**config.mk**
```make
export PLATFORM = sky130hd
export DESIGN_NAME = tsoc_ram
export DESIGN_NICKNAME = d
export VERILOG_FILES = /design/src/design/tsoc_ram.sv
export SDC_FILE = /design/constraint.sdc
export NUM_CORES = 1
export LEC_CHECK = 0
export ABC_AREA = 0
export BUFFER_PORTS_ARGS = -buffer_cell sky130_fd_sc_hd__buf_4
export CAP_MARGIN = 30
export CORE_AREA = 5 5 109 111
export CTS_CLUSTER_DIAMETER = 80
export CTS_CLUSTER_SIZE = 28
export DETAILED_ROUTE_END_ITERATION = 10
export DIE_AREA = 0 0 114 116
export PLACE_DENSITY = 0.68
export SLEW_MARGIN = 20
export SYNTH_ARGS = -nofsm -noshare
export SYNTH_HDL_FRONTEND = slang
export SYNTH_SLANG_ARGS = --single-unit
```
**constraint.sdc**
```tcl
create_clock -name i_clk -period 1.83 [get_ports i_clk]
set_clock_uncertainty 0.2 [all_clocks]
set_input_delay 0.183 -clock i_clk [delete_from_list [all_inputs] [get_ports i_clk]]
set_output_delay 0.183 -clock i_clk [all_outputs]
set_load 0.01 [all_outputs]
```
**src/design/tsoc_ram.sv**
```systemverilog
// tsoc_ram: generic single-write, single-read RAM with registered read data.
// Depends on nothing.
`timescale 1ns / 1ps

module tsoc_ram #(
    parameter int WIDTH = 8,
    parameter int DEPTH = 16
) (
    input  logic                     i_clk,
    input  logic                     i_we,
    input  logic [$clog2(DEPTH)-1:0] i_waddr,
    input  logic [WIDTH-1:0]         i_wdata,
    input  logic                     i_re,
    input  logic [$clog2(DEPTH)-1:0] i_raddr,
    output logic [WIDTH-1:0]         o_rdata
);

    logic [WIDTH-1:0] r_mem [DEPTH];

    always_ff @(posedge i_clk) begin
        if (i_we) begin
            r_mem[i_waddr] <= i_wdata;
        end
        if (i_re) begin
            o_rdata <= r_mem[i_raddr];
        end
    end

endmodule

```
==> metrics <==
number of routed nets with antenna violations=0; syn_nets=248; ys flop type=edfxtp_1; post-synthesis cell type count=18; Inst Count DP=409; Pre-antenna DRT Iters=4; Post-synth EDFFs=136; hold buffers post-CTS=12; Critical Path Sink Type=flip-flop; H-tree lvl count=4; Final Slew Violations=0; status=completed; PortBufs=26; largest net degree at the start of global routing=17; Vias/cell=5.47; Crit path required time=1840 ps; HP Class=primary input to flip-flop; Final setup violation count=0; Worst VDD drop=672 uV; vias in the first global route=2628; PwrDens=1100 mW/mm^2; dominant cell type by area after synthesis=edfxtp_1; drt drc=0; leakage=2.21 nW; first-pass GRT wire length=about 16000 um; Max Cap Viol=0; top-count cell post-synth=edfxtp_1; internal power=5.74 mW; Clock power frac=between 40% and 50%; postcts setup bufs=0; Synth top cells by count=edfxtp_1 (136), mux4_2 (18), a22oi_1 (16); Die H=116 um; Layout Utilization=between 60% and 70%; initial antenna violation count=0; Die ar.=0.0132 sq mm; non-filler instance count after layout=453; average size of a mapped cell=22.8 sq um; Mapped Cells=229; Switching Fraction=19.1%; final net count=around 320; initial core utilization=48.9%; Hold Slack=47.6 ps; DR iter-0 viols=roughly 130; Layout area overhead=23.4%; Post-CTS Resized=0; Ports=27; CTS buffer count=17; number of synthesized register bits=136; final worst-path cycle share=slightly below 100%; Fmax achieved=between 0.5 and 0.6 GHz; root buf cell=clkbuf_8; Critical Path Fanout Max=8; synth warn=0; Synth area leaders=edfxtp_1 (78%), mux4_2 (7.8%), mux4_1 (7.0%), a22oi_1 (2.3%), nor2_1 (0.93%); grt total ovfl=0; combinational share of power=5.4%; max_slew headroom=52.5%; Max Buffers Root-to-Sink=2; share of post-route cells with drive strength above 1=30.0%; RSZ-0062 raised after global routing=false; WP data arrival=1820 ps; ant diodes=0; DR WL/cell=approximately 22 um; core area=0.0107 sq mm; fillcell total=roughly 780; Seq/Total Area, Yosys=78.1%; minimum clock period=about 1800 ps; Die Width=114 um; CP Launch Type=primary input; Post-Route WL=a little under 10000 um; RePlAce Congestion=between 0.7 and 0.8; via count=2477; TritonCTS clock tree=yes; Worst Tran Pin Value=710 ps; Clock transition at path regs=60 ps; clock sinks=136; register share of total power=about half; pre-CTS worst setup slack=-68.0 ps; ys async rst share=0%; final worst setup slack=17.4 ps; GRT Total Usage=16.7%; mapped cell area=0.00523 sq mm; # rows=38; area fraction of the dominant cell type after synthesis=78.1%; P_sw=1.36 mW; Hold Fails Final Rpt=0; placed wire-length estimate=6450 um; Crit Path Category=primary input to flip-flop; Worst-Skew Late Latency=510 ps
-- through the flow --
step | cell area (sq um) | setup TNS (ps) | total power, mW
global route | 6450 | 0 | 7.36
global placement | 5770 | -188 | 3.95
floorplan | 5230 | 0 | 3.77
finish | 6450 | 0 | 7.09
detailed placement | 5770 | -210 | 3.96
CTS | 6450 | 0 | 7.16
-- worst paths after layout --
path / to / start / slack (ps) / cells after the start
worst min register to register: o_rdata[2] / r_mem[4][2] / 530 / 3
worst min-delay path: o_rdata[2] / i_raddr[1] / 50 / 4
worst max register to register: o_rdata[1] / r_mem[9][1] / 140 / 3
worst max-delay path: r_mem[0][3] / i_waddr[1] / 20 / 5
-- flip-flops by register name, summed over array words and instances (netlist names) --
signal	cells
r_mem	128
o_rdata	8
-- power groups by stage --
stage | Combinational [mW] | Sequential, mW | Clock, mW
3_3_place_gp | 0.359 | 3.59 | 0
5_1_grt | 0.416 | 3.54 | 3.41
3_5_place_dp | 0.368 | 3.60 | 0
2_1_floorplan | 0.177 | 3.60 | 0
6_report | 0.381 | 3.53 | 3.18
4_1_cts | 0.389 | 3.53 | 3.24
-- logic make-up (layout without fill, tap and decap cells) --
| family | count (synthesis) | count (layout) | share of synthesized area [%] |
|---|---|---|---|
| multiplexers | 32 | 32 | 14.8 |
| AND/OR/NAND/NOR | 35 | 35 | 3.14 |
| flip-flops | 136 | 136 | 78.1 |
| AO/OA/AOI/OAI | 16 | 16 | 2.30 |
| buffers and inverters | 10 | 94 | 1.65 |
-- area by class of cell --
| cell class | instances | area (sq um) | share of cell area (%) |
|---|---|---|---|
| Sequential cell | 136 | 4080 | 63.3 |
| Multi-Input combinational cell | 83 | 1060 | 16.5 |
| Timing Repair Buffer | 62 | 571 | 8.85 |
| Clock buffer | 19 | 422 | 6.54 |
| Tap cell | 140 | 175 | 2.72 |
| Clock inverter | 13 | 135 | 2.10 |
-- critical path: stages --
cell and delay, ps:
dlygate4sd3_1 540, buf_4 170, nor3_2 170, dlygate4sd3_1 570
buf_4 190
-- routing by layer --
metal	GRT usage (%)	wire length, um
met5	0	0
met4	7.76	191
met3	4.39	480
met2	25.5	4830
met1	22.8	4290
-- cell usage in the layout, fill, tap and decap left out, drive strengths merged --
cell,instances
nor3,4
nand3,1
nand2b,2
clkinvlp,1
dlygate4sd3,12
or3b,1
clkbuf,19
nor2b,1
a22oi,16
nor2,13
mux4,32
and2,1
nand3b,2
bufinv,3
buf,50
nand2,9
edfxtp,136
and2b,1
clkinv,9
Power figures use the tool's default switching activity.
