File: src/design/tsoc_pkg.sv
// tsoc_pkg: shared types and constants for the timestamp order checker.
// Request and status codes, table sizes, item entry and update records.
// No dependencies.
`timescale 1ns / 1ps

package tsoc_pkg;

    localparam int TXN_AW     = 4;
    localparam int ITEM_AW    = 8;
    localparam int TXN_SLOTS  = 1 << TXN_AW;
    localparam int ITEM_SLOTS = 1 << ITEM_AW;
    localparam int STAMP_W    = 64;
    localparam int DATA_W     = 32;

    typedef enum logic [2:0] {
        KIND_BEGIN  = 3'd0,
        KIND_READ   = 3'd1,
        KIND_WRITE  = 3'd2,
        KIND_COMMIT = 3'd3,
        KIND_ABORT  = 3'd4
    } t_kind;

    typedef enum logic [2:0] {
        ST_OK       = 3'd0,
        ST_NO_TXN   = 3'd1,
        ST_NO_ITEM  = 3'd2,
        ST_CONFLICT = 3'd3,
        ST_ALREADY  = 3'd4
    } t_status;

    typedef struct packed {
        logic [STAMP_W-1:0] read_stamp;
        logic [STAMP_W-1:0] write_stamp;
        logic [DATA_W-1:0]  value;
    } t_entry;

    localparam int ENTRY_W = $bits(t_entry);

    // state changes decided for one request
    typedef struct packed {
        logic   txn_set;
        logic   txn_clr;
        logic   item_we;
        logic   present_set;
        t_entry entry;
    } t_update;

    typedef struct packed {
        t_status            status;
        logic [DATA_W-1:0]  read_data;
    } t_result;

endpackage

File: src/design/tsoc_decide.sv
// tsoc_decide: timestamp-ordering decision for one request.
// Pure combinational; uses the types of tsoc_pkg.
`timescale 1ns / 1ps

module tsoc_decide (
    input  tsoc_pkg::t_kind                  i_kind,
    input  logic [tsoc_pkg::DATA_W-1:0]      i_wdata,
    input  logic                             i_txn_active,
    input  logic [tsoc_pkg::STAMP_W-1:0]     i_txn_start,
    input  logic                             i_present,
    input  tsoc_pkg::t_entry                 i_entry,
    output tsoc_pkg::t_update                o_upd,
    output tsoc_pkg::t_result                o_res
);
    import tsoc_pkg::*;

    t_entry w_cur;
    logic   w_lt_rs;
    logic   w_lt_ws;

    // an absent item is taken as all zero
    assign w_cur   = i_present ? i_entry : '0;
    assign w_lt_rs = i_txn_start < w_cur.read_stamp;
    assign w_lt_ws = i_txn_start < w_cur.write_stamp;

    always_comb begin
        o_upd           = '0;
        o_upd.entry     = w_cur;
        o_res.status    = ST_OK;
        o_res.read_data = '0;
        unique case (i_kind)
            KIND_BEGIN: begin
                if (i_txn_active) begin
                    o_res.status = ST_ALREADY;
                end else begin
                    o_upd.txn_set = 1'b1;
                end
            end
            KIND_COMMIT, KIND_ABORT: begin
                if (!i_txn_active) begin
                    o_res.status = ST_NO_TXN;
                end else begin
                    o_upd.txn_clr = 1'b1;
                end
            end
            KIND_READ: begin
                priority if (!i_txn_active) begin
                    o_res.status = ST_NO_TXN;
                end else if (!i_present) begin
                    o_res.status = ST_NO_ITEM;
                end else if (w_lt_ws) begin
                    o_upd.txn_clr = 1'b1;
                    o_res.status  = ST_CONFLICT;
                end else begin
                    o_upd.item_we = 1'b1;
                    if (!w_lt_rs) begin
                        o_upd.entry.read_stamp = i_txn_start;
                    end
                    o_res.read_data = w_cur.value;
                end
            end
            KIND_WRITE: begin
                if (!i_txn_active) begin
                    o_res.status = ST_NO_TXN;
                end else begin
                    o_upd.present_set = 1'b1;
                    o_upd.item_we     = 1'b1;
                    if (w_lt_rs || w_lt_ws) begin
                        o_upd.txn_clr = 1'b1;
                        o_res.status  = ST_CONFLICT;
                    end else begin
                        o_upd.entry.write_stamp = i_txn_start;
                        o_upd.entry.value       = i_wdata;
                    end
                end
            end
            default: begin
                o_res.status = ST_OK;
            end
        endcase
    end

endmodule

File: config.mk
export PLATFORM = sky130hd
export DESIGN_NAME = tsoc_decide
export DESIGN_NICKNAME = d
export VERILOG_FILES = /design/src/design/tsoc_pkg.sv /design/src/design/tsoc_decide.sv
export SDC_FILE = /design/constraint.sdc
export NUM_CORES = 1
export LEC_CHECK = 0
export BUFFER_PORTS_ARGS = -buffer_cell sky130_fd_sc_hd__buf_2
export CORE_AREA = 4 4 175 177
export DETAILED_ROUTE_END_ITERATION = 6
export DIE_AREA = 0 0 179 181
export PLACE_DENSITY_LB_ADDON = 0.08
export SLEW_MARGIN = 20
export SYNTH_ARGS = -nofsm -noshare
export SYNTH_HDL_FRONTEND = slang
export SYNTH_SLANG_ARGS = --single-unit
File: constraint.sdc
create_clock -name vclk -period 4.41
set_input_delay 0.2205 -clock vclk [all_inputs]
set_output_delay 0.2205 -clock vclk [all_outputs]
set_load 0.005 [all_outputs]
==> results of run 1 <==
==> routing by layer <==
metal	share of wire [%]	wire length, microns	global-route usage, %
met3	5.4	1610	2.11
met5	0.040	12	0
met1	44	13200	22.2
met2	50	14800	31.5
met4	0.61	182	1.38
==> cell usage in the layout (no fill, tap or decap), types with 9 or more instances in the layout <==
cell | Yosys | routed
sky130_fd_sc_hd__buf_4 | 4 | 10
sky130_fd_sc_hd__buf_12 | 0 | 9
sky130_fd_sc_hd__nand2_1 | 246 | 246
sky130_fd_sc_hd__and2_1 | 33 | 33
sky130_fd_sc_hd__buf_2 | 8 | 459
sky130_fd_sc_hd__ha_1 | 126 | 126
sky130_fd_sc_hd__inv_1 | 103 | 103
sky130_fd_sc_hd__nor2_1 | 16 | 16
sky130_fd_sc_hd__o2bb2ai_1 | 16 | 16
sky130_fd_sc_hd__a21oi_1 | 47 | 47
sky130_fd_sc_hd__nand4_1 | 17 | 17
sky130_fd_sc_hd__o21ai_0 | 21 | 21
sky130_fd_sc_hd__mux2i_1 | 145 | 145
==> area by class of cell <==
class / instances / area share [%]
Antenna cell: 3 / 0.0844
Inverter: 103 / 4.35
Multi-Input combinational cell: 749 / 61.2
Tap cell: 390 / 5.49
Timing Repair Buffer: 479 / 28.8
==> kinds of logic (layout without fill, tap and decap cells) <==
logic type	after synthesis	in the layout	share of synthesized area [%]
other	0	3	0
XOR/XNOR	1	1	0.145
buffers and inverters	149	582	10.4
multiplexers	145	145	24.0
adder cells (fa/ha/maj)	126	126	26.1
AND/OR/NAND/NOR	350	350	25.4
AO/OA/AOI/OAI	127	127	14.0
==> critical path, cell delays in order <==
cell                       delay, ns
sky130_fd_sc_hd__buf_6          0.21
sky130_fd_sc_hd__buf_12         0.28
sky130_fd_sc_hd__nand2_1        0.16
sky130_fd_sc_hd__ha_1           0.33
sky130_fd_sc_hd__nand4_1        0.17
sky130_fd_sc_hd__nor4_1         0.36
sky130_fd_sc_hd__buf_4          0.19
sky130_fd_sc_hd__nand2_1        0.10
sky130_fd_sc_hd__a311oi_1       0.38
sky130_fd_sc_hd__buf_4          0.20
sky130_fd_sc_hd__a211oi_4       0.05
sky130_fd_sc_hd__nor3_2         0.37
sky130_fd_sc_hd__buf_12         0.31
sky130_fd_sc_hd__mux2i_1        0.27
sky130_fd_sc_hd__buf_2          0.15
==> metrics by stage <==
| stage | instances | utilization (%) | cell area [sq um] | hold slack, ns | setup WS [ns] |
|---|---|---|---|---|---|
| 4_1_cts | 1721 | 30.4 | 8880 | 0.726 | 0.118 |
| 6_report | 1724 | 30.4 | 8890 | 0.725 | 0.345 |
| 3_5_place_dp | 1721 | 30.4 | 8880 | 0.726 | 0.133 |
| 5_1_grt | 1723 | 30.4 | 8890 | 0.745 | 0.0218 |
| 3_3_place_gp | 1721 | 30.4 | 8880 | 0.726 | 0.136 |
| 2_1_floorplan | 898 | - | 6050 | 0.471 | 0.804 |
==> power by group through the flow <==
stage / sequential [mW] / clock, mW / combinational [mW]
global placement: 0 / 0 / 0.757
CTS: 0 / 0 / 0.759
detailed placement: 0 / 0 / 0.754
floorplan: 0 / 0 / 0.381
finish: 0 / 0.0000000917 / 0.745
global route: 0 / 0.0000000608 / 0.857
==> path summary, 6_finish.rpt <==
| path | start | to | slack [ns] | cells after the start |
|---|---|---|---|---|
| worst max-delay path | i_present | o_upd[126] | 0.35 | 15 |
| worst min-delay path | i_entry[26] | o_res[26] | 0.73 | 3 |
==> results list, run 1 <==
* Setup repair after global routing missed its margin: false
- The first global-routing pass estimated 44,600 microns of wire.
* Relative slew slack: 60.0%
- Setup violations remaining at the end of the flow were counted as 0.
* Ratio of cells with drive above 1 in the final layout: 36.5%
- In this run the worst hold path is classified as in2out.
- For this run, design rule violations remaining after detail routing come to 0.
* Time the worst path needs with I/O delays and setup: 4.06 ns
- Highest attainable clock frequency: 246 MHz
- STA classifies the critical path endpoint as a primary output.
- Max-cap violations in this run came to 0.
* Total power: 0.745 mW
* Period Utilization, post-route: 92.2%
* Via count: 7,589
* Core Box Area: 29,200 sq um
- By instance count, the leading cell after synthesis is sky130_fd_sc_hd__nand2_1.
* Critical path required time: 4.19 ns
- Kind of critical path: in2out
- The area growth from synthesis to layout is 46.9%.
- After synthesis, the largest area contributor takes up 26.1% of total cell area.
- During synthesis, Yosys emitted a total of 0 warnings.
* P_sw: 0.408 mW
- Run status: complete, no violations
* Global route overflow: 0
- sky130_fd_sc_hd__ha_1 takes more of the synthesized area than any other cell.
* Antenna Nets Post-Route: 0
- The cell area that synthesis handed to floorplanning was 6050 sq um.
- The number of nets handed over by synthesis was 1,285.
- Initial standard-cell utilization of the core: 20.7%
- Total number of placement rows: 63
- Setup total negative slack: 0 ns
* Cell variety after synth: 47
- The share of total power dissipated in the clock network is 0%.
* Total die area: 32,400 sq um
- Cell leakage power: 4.87 nW
* Detailed placer's ending HPWL: 26,100 microns
- In this run the power density over the cells is 83.8 nW/um^2.
- Maximum number of pins on one net before global-route repair: 66
* Number of hold violations in the final report: 0
- Biggest area contributors in the synthesized netlist: sky130_fd_sc_hd__ha_1, sky130_fd_sc_hd__mux2i_1, sky130_fd_sc_hd__nand2_1
- Count of final max-slew check failures: 0
- Clock tree buffer count of the final layout: 0
* Hold-fix buffers, CTS: 0
- VDD sags by at most 0.0287 mV.
* Mapped Cells: 898
- Crit path DAT: 3.84 ns
* Final-layout fill cell count: 3,351
- Net total in the final layout: 1,720
* Register area share after synthesis: 0%
- Number of antenna violations at the first check in global routing: 4
* Via count normalized by instance count: 4.40
- Most numerous cell types in the synthesized netlist: sky130_fd_sc_hd__nand2_1, sky130_fd_sc_hd__mux2i_1, sky130_fd_sc_hd__ha_1
- In this run the horizontal extent of the chip is 179 microns.
- DR WL/cell: 17.3 microns
- Die Height: 181 microns
* Least-Margin Pin Slew: 0.593 ns
* Average instance area after synthesis: 6.74 sq um
* Weighted congestion at the end of routability-driven global placement: 0.876
- Total track usage: 17.2%
- After clock tree synthesis, the repair step resized 0 gates.
* Number of global-route vias before repair: 7,794
- STA classifies the critical path startpoint as an input port.
- Sequential standard cell area: 0 sq um
- Combinational fraction of design power: 100.0%
- Post-CTS Setup Bufs: 0
* Sequential cell count: 0
- Switching power share of the total: 54.7%
- Final WL: 29,800 microns
- Sequential cell fraction of total power: 0%
* Initial drt markers: 222
- Internal power comes to 0.337 mW.
* Crit-path max FO: 65
- Detailed Routing Iterations Pass 1: 4
* Count of boundary I/O pins: 460
- Total area of multi-input combinational cells: 5450 sq um
* Number of input and output port buffers inserted: 460
Note: power is estimated with default switching activity, not from simulation.
==> run 2: changes to the inputs <==
- ABC_AREA: default -> 1
- CORE_AREA: 4 4 175 177 -> 4 4 179 181
- DIE_AREA: 0 0 179 181 -> 0 0 183 185
==> run 2 against run 1 <==
Die area grew 4.5%. Fmax grew 6.9%. Critical path type unchanged. Combinational power grew 24%. Sequential cell count is the same. Setup slack gained 0.26 ns.
==> results list, run 2 <==
- Run status: complete, no violations (unchanged)
- The starting density of the core was 21.4% (was 20.7%).
- The leakage power figure came to 5.40 nW (was 4.87 nW).
- Wire length of the first global-routing pass: 53,800 microns (was 44,600 microns)
* Mapped Area: 6520 sq um (was 6050 sq um)
- Ratio of cells with drive above 1 in the final layout: 29.3% (was 36.5%)
* Count of final max-slew check failures: 0 (unchanged)
* Final setup vio count: 0 (unchanged)
* Total number of placement rows: 64 (was 63)
- Antenna Nets Post-Route: 0 (unchanged)
- Total track usage: 19.5% (was 17.2%)
- Kind of end point of the critical path: primary output (unchanged)
* Sequential cell count: 0 (unchanged)
- The fmax was 263 MHz (was 246 MHz).
- Period Utilization, post-route: 86.2% (was 92.2%)
- Mapped Nets: 1,631 (was 1,285)
- Xor/xnor share of the synthesized area: 0% (was 0.145%)
- The number of warnings reported in the yosys synthesis log is 0 (unchanged).
- The via count of the first global-routing pass is 9,670 (was 7,794).
- Most used cells in the layout excluding fill and tap cells: sky130_fd_sc_hd__buf_2, sky130_fd_sc_hd__nand2_1, sky130_fd_sc_hd__nand3_1 (was sky130_fd_sc_hd__buf_2, sky130_fd_sc_hd__nand2_1, sky130_fd_sc_hd__mux2i_1).
- The worst max-slew margin expressed relative to the limit is 43.1% (was 60.0%).
* Synthesized-area fraction occupied by ao, oa, aoi and oai cells: 20.7% (was 14.0%)
- The highest fanout seen on the critical path is 52 (was 65).
- The number of antenna violations at the first check in global routing is 4 (unchanged).
- The area occupied by registers came to 0 sq um (unchanged).
- Core Box Area: 30,400 sq um (was 29,200 sq um)
* Hold-fix buffers, CTS: 0 (unchanged)
- The share of synthesized area occupied by flip-flops and latches is 0% (unchanged).
- Clock tree buffer count of the final layout: 0 (unchanged)
- The number of violations reported at the end of detailed-routing iteration 0 was 414 (was 222).
- Global route overflow: 0 (unchanged)
- Most numerous cell types in the synthesized netlist: sky130_fd_sc_hd__nand2_1, sky130_fd_sc_hd__nand3_1, sky130_fd_sc_hd__o21ai_0 (was sky130_fd_sc_hd__nand2_1, sky130_fd_sc_hd__mux2i_1, sky130_fd_sc_hd__ha_1).
- Count of boundary I/O pins: 460 (unchanged)
- The gate count of the mapped netlist came to 1,244 (was 898).
- The most common cell after layout, fill and taps aside was sky130_fd_sc_hd__buf_2 (unchanged).
- Time the worst path needs with I/O delays and setup: 3.80 ns (was 4.06 ns)
* Hold/Removal Path Class: in2out (unchanged)
* Maximum number of pins on one net before global-route repair: 68 (was 66)
* Die Height: 185 microns (was 181 microns)
* Least-Margin Pin Slew: 0.853 ns (was 0.593 ns)
- Top cell type by total area after synthesis: sky130_fd_sc_hd__ha_1 (unchanged)
* Cell variety after synth: 26 (was 47)
- Via count normalized by instance count: 4.67 (was 4.40)
* Combinational family with the most area after synthesis: simple AND/OR/NAND/NOR gates (was adder cells)
- Critical path required time: 4.19 ns (about the same)
- The kind of start point of the critical path is an input port (unchanged).
- Crit path DAT: 3.58 ns (was 3.84 ns)
- Worst Hold Margin: 0.717 ns (was 0.725 ns)
* Mux cell area share after synthesis: 0% (was 24.0%)
* Arithmetic-cell share of the synthesized area counting full adders, half adders and majority gates: 24.2% (was 26.1%)
- DRC: 0 (unchanged)
- The power per cell area was 102 nW/um^2 (was 83.8 nW/um^2).
* Max-capacitance violation count: 0 (unchanged)
- Biggest area contributors in the synthesized netlist: sky130_fd_sc_hd__ha_1, sky130_fd_sc_hd__nand2_1, sky130_fd_sc_hd__nand3_1 (was sky130_fd_sc_hd__ha_1, sky130_fd_sc_hd__mux2i_1, sky130_fd_sc_hd__nand2_1)
- Die outline width: 183 microns (was 179 microns)
- The number of port buffers is 460 (unchanged).
- Basic-gate share of the synthesized area counting and, or, nand and nor cells: 41.3% (was 25.4%)
- Setup repair after global routing missed its margin: false (unchanged)
* Total die area: 33,900 sq um (was 32,400 sq um)
* Quantity of gates resized following cts: 0 (unchanged)
* Via count: 9,557 (was 7,589)
- The routability congestion estimate is 0.830 (was 0.876).
- Detailed Routing Iterations Pass 1: 5 (was 4)
- Post-CTS Setup Bufs: 0 (unchanged)
- The signed area change from the synthesized netlist to the final layout came to 39.7% (was 46.9%).
* Net total in the final layout: 2,035 (was 1,720)
* DR WL/cell: 17.4 microns (was 17.3 microns)
- The dominant cell by count in the synthesized netlist is sky130_fd_sc_hd__nand2_1 (unchanged).
- Number of hold violations in the final report: 0 (unchanged)
- The post-route core utilization came to 29.9% (was 30.4%).
- The kind of critical path is in2out (unchanged).
- Peak ir drop on the vdd network: 0.0549 mV (was 0.0287 mV)
- Portion of synthesized cell area occupied by the leading cell type: 24.2% (was 26.1%)
- The total half-perimeter wirelength after legalization and detailed placement was 28,900 microns (was 26,100 microns).
- Final WL: 35,500 microns (was 29,800 microns)
* Average instance area after synthesis: 5.24 sq um (was 6.74 sq um)
- Setup total negative slack: 0 ns (unchanged)
==> run 2: cell count changes in the layout (fill, tap and decap cells not counted), moves of 37 or more <==
cell,before,now
sky130_fd_sc_hd__o21ai_1,0,43
sky130_fd_sc_hd__nand2_1,246,411
sky130_fd_sc_hd__mux2i_1,145,0
sky130_fd_sc_hd__o21ai_0,21,139
sky130_fd_sc_hd__nand3_1,8,151
sky130_fd_sc_hd__nor2_1,16,53
==> run 2: area by class of cell <==
cell class,instances,area [sq um]
antenna,3,7.51
fill,3617,21300
inverter,135,507
multi-input combinational,1035,5640
tap,396,495
timing repair buffer,476,2460
==> run 2: worst paths after layout <==
kind / startpoint / to / slack (ns) / cells after the start
worst max-delay path: i_present / o_upd[41] / 0.61 / 16
worst min-delay path: i_wdata[31] / o_upd[31] / 0.72 / 4
==> run 2: logic make-up after synthesis <==
family	after synthesis
compound gates	264
fa+ha+maj	126
buf+inv	209
simple gates	645
==> run 2: per-stage QoR <==
step	worst slack, ns	total power [mW]	area [sq um]	instances
after CTS	0.470	0.944	9100	2042
after global placement	0.461	0.939	9100	2042
final	0.607	0.927	9110	2045
after global routing	0.187	1.07	9110	2044
after floorplan	1.40	0.516	6520	1244
after detailed placement	0.472	0.939	9100	2042
==> run 2: where the power goes <==
part | switching [mW] | internal [mW]
Combinational | 0.567 | 0.360
Sequential | 0 | 0
Clock | 0 | 0.0000000910
Total | 0.567 | 0.360
==> run 2: metal layers <==
layer | track usage [%] | share of wire (%) | up-vias
met1 | 25.4 | 43 | 4260
met3 | 2.55 | 6.3 | 24
met2 | 35.3 | 49 | 324
met5 | 0 | 0.037 | -
li1 | - | - | 4947
met4 | 2.41 | 1.3 | 2
==> run 2: worst max-delay path, cell delays in order <==
cell,delay (ns)
sky130_fd_sc_hd__buf_4,0.19
sky130_fd_sc_hd__buf_12,0.27
sky130_fd_sc_hd__nand2_1,0.12
sky130_fd_sc_hd__ha_1,0.33
sky130_fd_sc_hd__nand4_1,0.12
sky130_fd_sc_hd__inv_1,0.10
sky130_fd_sc_hd__nand4_1,0.16
sky130_fd_sc_hd__o21ai_0,0.34
sky130_fd_sc_hd__a21oi_1,0.16
sky130_fd_sc_hd__nand2_2,0.16
sky130_fd_sc_hd__nand2_4,0.22
sky130_fd_sc_hd__nor2_8,0.42
sky130_fd_sc_hd__buf_4,0.40
sky130_fd_sc_hd__nand2_1,0.08
sky130_fd_sc_hd__o21ai_1,0.11
sky130_fd_sc_hd__buf_2,0.14
==> run 3: changes to the inputs <==
- CELL_PAD_IN_SITES_DETAIL_PLACEMENT: default -> 1
- CELL_PAD_IN_SITES_GLOBAL_PLACEMENT: default -> 2
- CORE_AREA: 4 4 179 181 -> default
- CORE_ASPECT_RATIO: default -> 0.7
- CORE_MARGIN: default -> 4
- CORE_UTILIZATION: default -> 19
- DIE_AREA: 0 0 183 185 -> default
==> run 3 against run 2 <==
Non-clock buffer count grew 5. Via count grew 1.6%. Final cell count grew 3.4%. Hold slack gained 0.0037 ns. Sequential cell count is the same.
==> results list, run 3 (same netlist as run 2, synthesis figures left out) <==
- The largest vdd supply drop came to 0.0648 mV (was 0.0549 mV).
- Number of global-route vias before repair: 10,194 (was 9,670)
* Via count normalized by instance count: 4.59 (was 4.67)
- Total number of placement rows: 56 (was 64)
- Run status: complete, no violations (unchanged).
- The most common cell after layout, fill and taps aside is sky130_fd_sc_hd__buf_2 (unchanged).
- The number of fill cells in the layout is 4,585 (was 3,617).
* Relative slew slack: 47.2% (was 43.1%)
* Period Utilization, post-route: 89.6% (was 86.2%)
- The type of destination of the critical path is a primary output (unchanged).
- The shortest clock period the worst path allows after layout was 3.95 ns (was 3.80 ns).
* Cell leakage power: 5.43 nW (was 5.40 nW)
* Post-CTS Setup Bufs: 0 (unchanged)
- The critical path's largest stage delay came to 0.38 ns (was 0.42 ns).
- Critical path, cell by cell: buf_6 -> buf_4 -> nand2_1 -> ha_1 -> nand2_1 -> nor4_2 -> and3_1 -> nand2_1 -> nand2_1 -> nand2_1 -> nand2_2 -> nand2_4 -> nor2_8 -> buf_12 -> nand2_1 -> nand2_1 -> inv_1 -> buf_2 (was buf_4 -> buf_12 -> nand2_1 -> ha_1 -> nand4_1 -> inv_1 -> nand4_1 -> o21ai_0 -> a21oi_1 -> nand2_2 -> nand2_4 -> nor2_8 -> buf_4 -> nand2_1 -> o21ai_1 -> buf_2)
- The worst hold slack was 0.720 ns (was 0.717 ns).
* Antenna diode count: 0 (was 3)
- The end point of the worst hold path was o_upd[15] (was o_upd[31]).
- Source of the worst hold timing path: i_wdata[15] (was i_wdata[31])
* Number of hold violations in the final report: 0 (unchanged)
- Count of boundary I/O pins: 460 (unchanged)
* Net total in the final layout: 2,040 (was 2,035)
- Total track usage: 20.7% (was 19.5%)
- Sequential cell count: 0 (unchanged)
- The post-route standard cell area excluding fillers was 9250 sq um (was 9110 sq um).
- The number of antenna violations at the first check in global routing is 3 (was 4).
- Crit-path max FO: 79 (was 52)
* Post-Place Cell Area: 9240 sq um (was 9100 sq um)
- The count of clock-net buffers in the final layout came to 0 (unchanged).
- Crit path DAT: 3.73 ns (was 3.58 ns)
- DRC: 0 (unchanged)
- Detailed Routing Iterations Pass 1: 4 (was 5)
- Setup total negative slack: 0 ns (unchanged)
- Setup repair after global routing missed its margin: false (unchanged)
- The cell that appears most often on the critical path is sky130_fd_sc_hd__nand2_1.
- Least-Margin Pin Slew: 0.791 ns (was 0.853 ns)
- The slowest library cell on the worst path is sky130_fd_sc_hd__buf_4 (was sky130_fd_sc_hd__nor2_8).
- The maximum number of pins on one net before global-route repair came to 80 (was 68).
- The detailed-route wire length per cell was 19.5 microns (was 17.4 microns).
* Global route overflow: 0 (unchanged)
- The total power of the final layout was 0.969 mW (was 0.927 mW).
- The starting density of the core is 19.4% (was 21.4%).
- Cell area power density: 105 nW/um^2 (was 102 nW/um^2)
- Wire length of the first global-routing pass: 62,100 microns (was 53,800 microns)
- The die width came to 229 microns (was 183 microns).
* Highest attainable clock frequency: 253 MHz (was 263 MHz)
- Critical path required time: 4.19 ns (about the same)
* Area added between synthesis and finish: 41.8% (was 39.7%)
* Category of the worst setup path launch point: input port (unchanged)
- Initial drt markers: 344 (was 414)
- Via count: 9,707 (was 9,557)
- The setup violation total in the final timing report is 0 (unchanged).
- Most used cells in the layout excluding fill and tap cells: sky130_fd_sc_hd__buf_2, sky130_fd_sc_hd__nand2_1, sky130_fd_sc_hd__nand3_1 (unchanged).
* Antenna Nets Post-Route: 0 (unchanged)
- Total die area: 37,400 sq um (was 33,900 sq um)
- The area of the core is 33,700 sq um (was 30,400 sq um).
- Die Height: 163 microns (was 185 microns)
* Weighted congestion at the end of routability-driven global placement: 0.855 (was 0.830)
- Max-capacitance violation count: 0 (unchanged)
- Ratio of cells with drive above 1 in the final layout: 29.6% (was 29.3%)
- Sequential standard cell area: 0 sq um (unchanged)
* Final WL: 41,200 microns (was 35,500 microns)
- The number of port buffers was 460 (unchanged).
- The total half-perimeter wirelength after legalization and detailed placement is 34,200 microns (was 28,900 microns).
- The post-route core utilization is 27.4% (was 29.9%).
* Count of final max-slew check failures: 0 (unchanged)
- The worst min-delay path class is in2out (unchanged).
* Kind of critical path: in2out (unchanged)
- Hold depth: 4 (unchanged)
[run 3: cell types whose count changed in the layout (fill, tap and decap cells not counted), sizes merged]
cell	previous run	this run
diode	3	0
buf	476	481
[run 3: how the worst max path moves through the flow]
stage	startpoint	end	slack, ns	cells past startpoint
after floorplan	i_present	o_upd[43]	1.40	20
after global placement	i_present	o_upd[95]	0.35	17
after detailed placement	i_present	o_upd[21]	0.24	17
after CTS	i_present	o_upd[21]	0.23	17
after global routing	i_present	o_upd[70]	0.09	17
final	i_present	o_upd[57]	0.46	18
[run 3: area by class of cell]
cell class / count / area, sq um / share of cell area [%]
multi-input cells: 1035 / 5640 / 61.0
repair buffers: 481 / 2520 / 27.3
well taps: 464 / 581 / 6.28
inverters: 135 / 507 / 5.48
[run 3: per-stage QoR]
step                std cells  worst slack (ns)
detailed placement       2115             0.244
global placement         2115             0.354
finish                   2115             0.460
CTS                      2115             0.227
floorplan                1244              1.40
global route             2115            0.0882
[run 3: what timing repair did]
item	in CTS	in global routing
endpoints found under the setup margin	0	26
hold buffers	0	0
gates resized for setup	0	2
[run 3: layer usage]
layer	track usage, %	vias up	part of all wire [%]
li1	-	4938	-
met1	28.6	4516	48
met2	35.5	225	46
met3	3.59	22	5.0
met4	1.27	6	0.76
met5	0	-	0.082
[run 3: power by group]
group | total (mW) | switching, mW | internal [mW]
Sequential | 0 | 0 | 0
Combinational | 0.969 | 0.599 | 0.370
Clock | 0 | 0 | 0
[run 3: critical path, delay by kind of cell]
family | cells | cell delay (ns)
simple gates | 12 | 2.00
buf+inv | 5 | 1.13
fa+ha+maj | 1 | 0.32
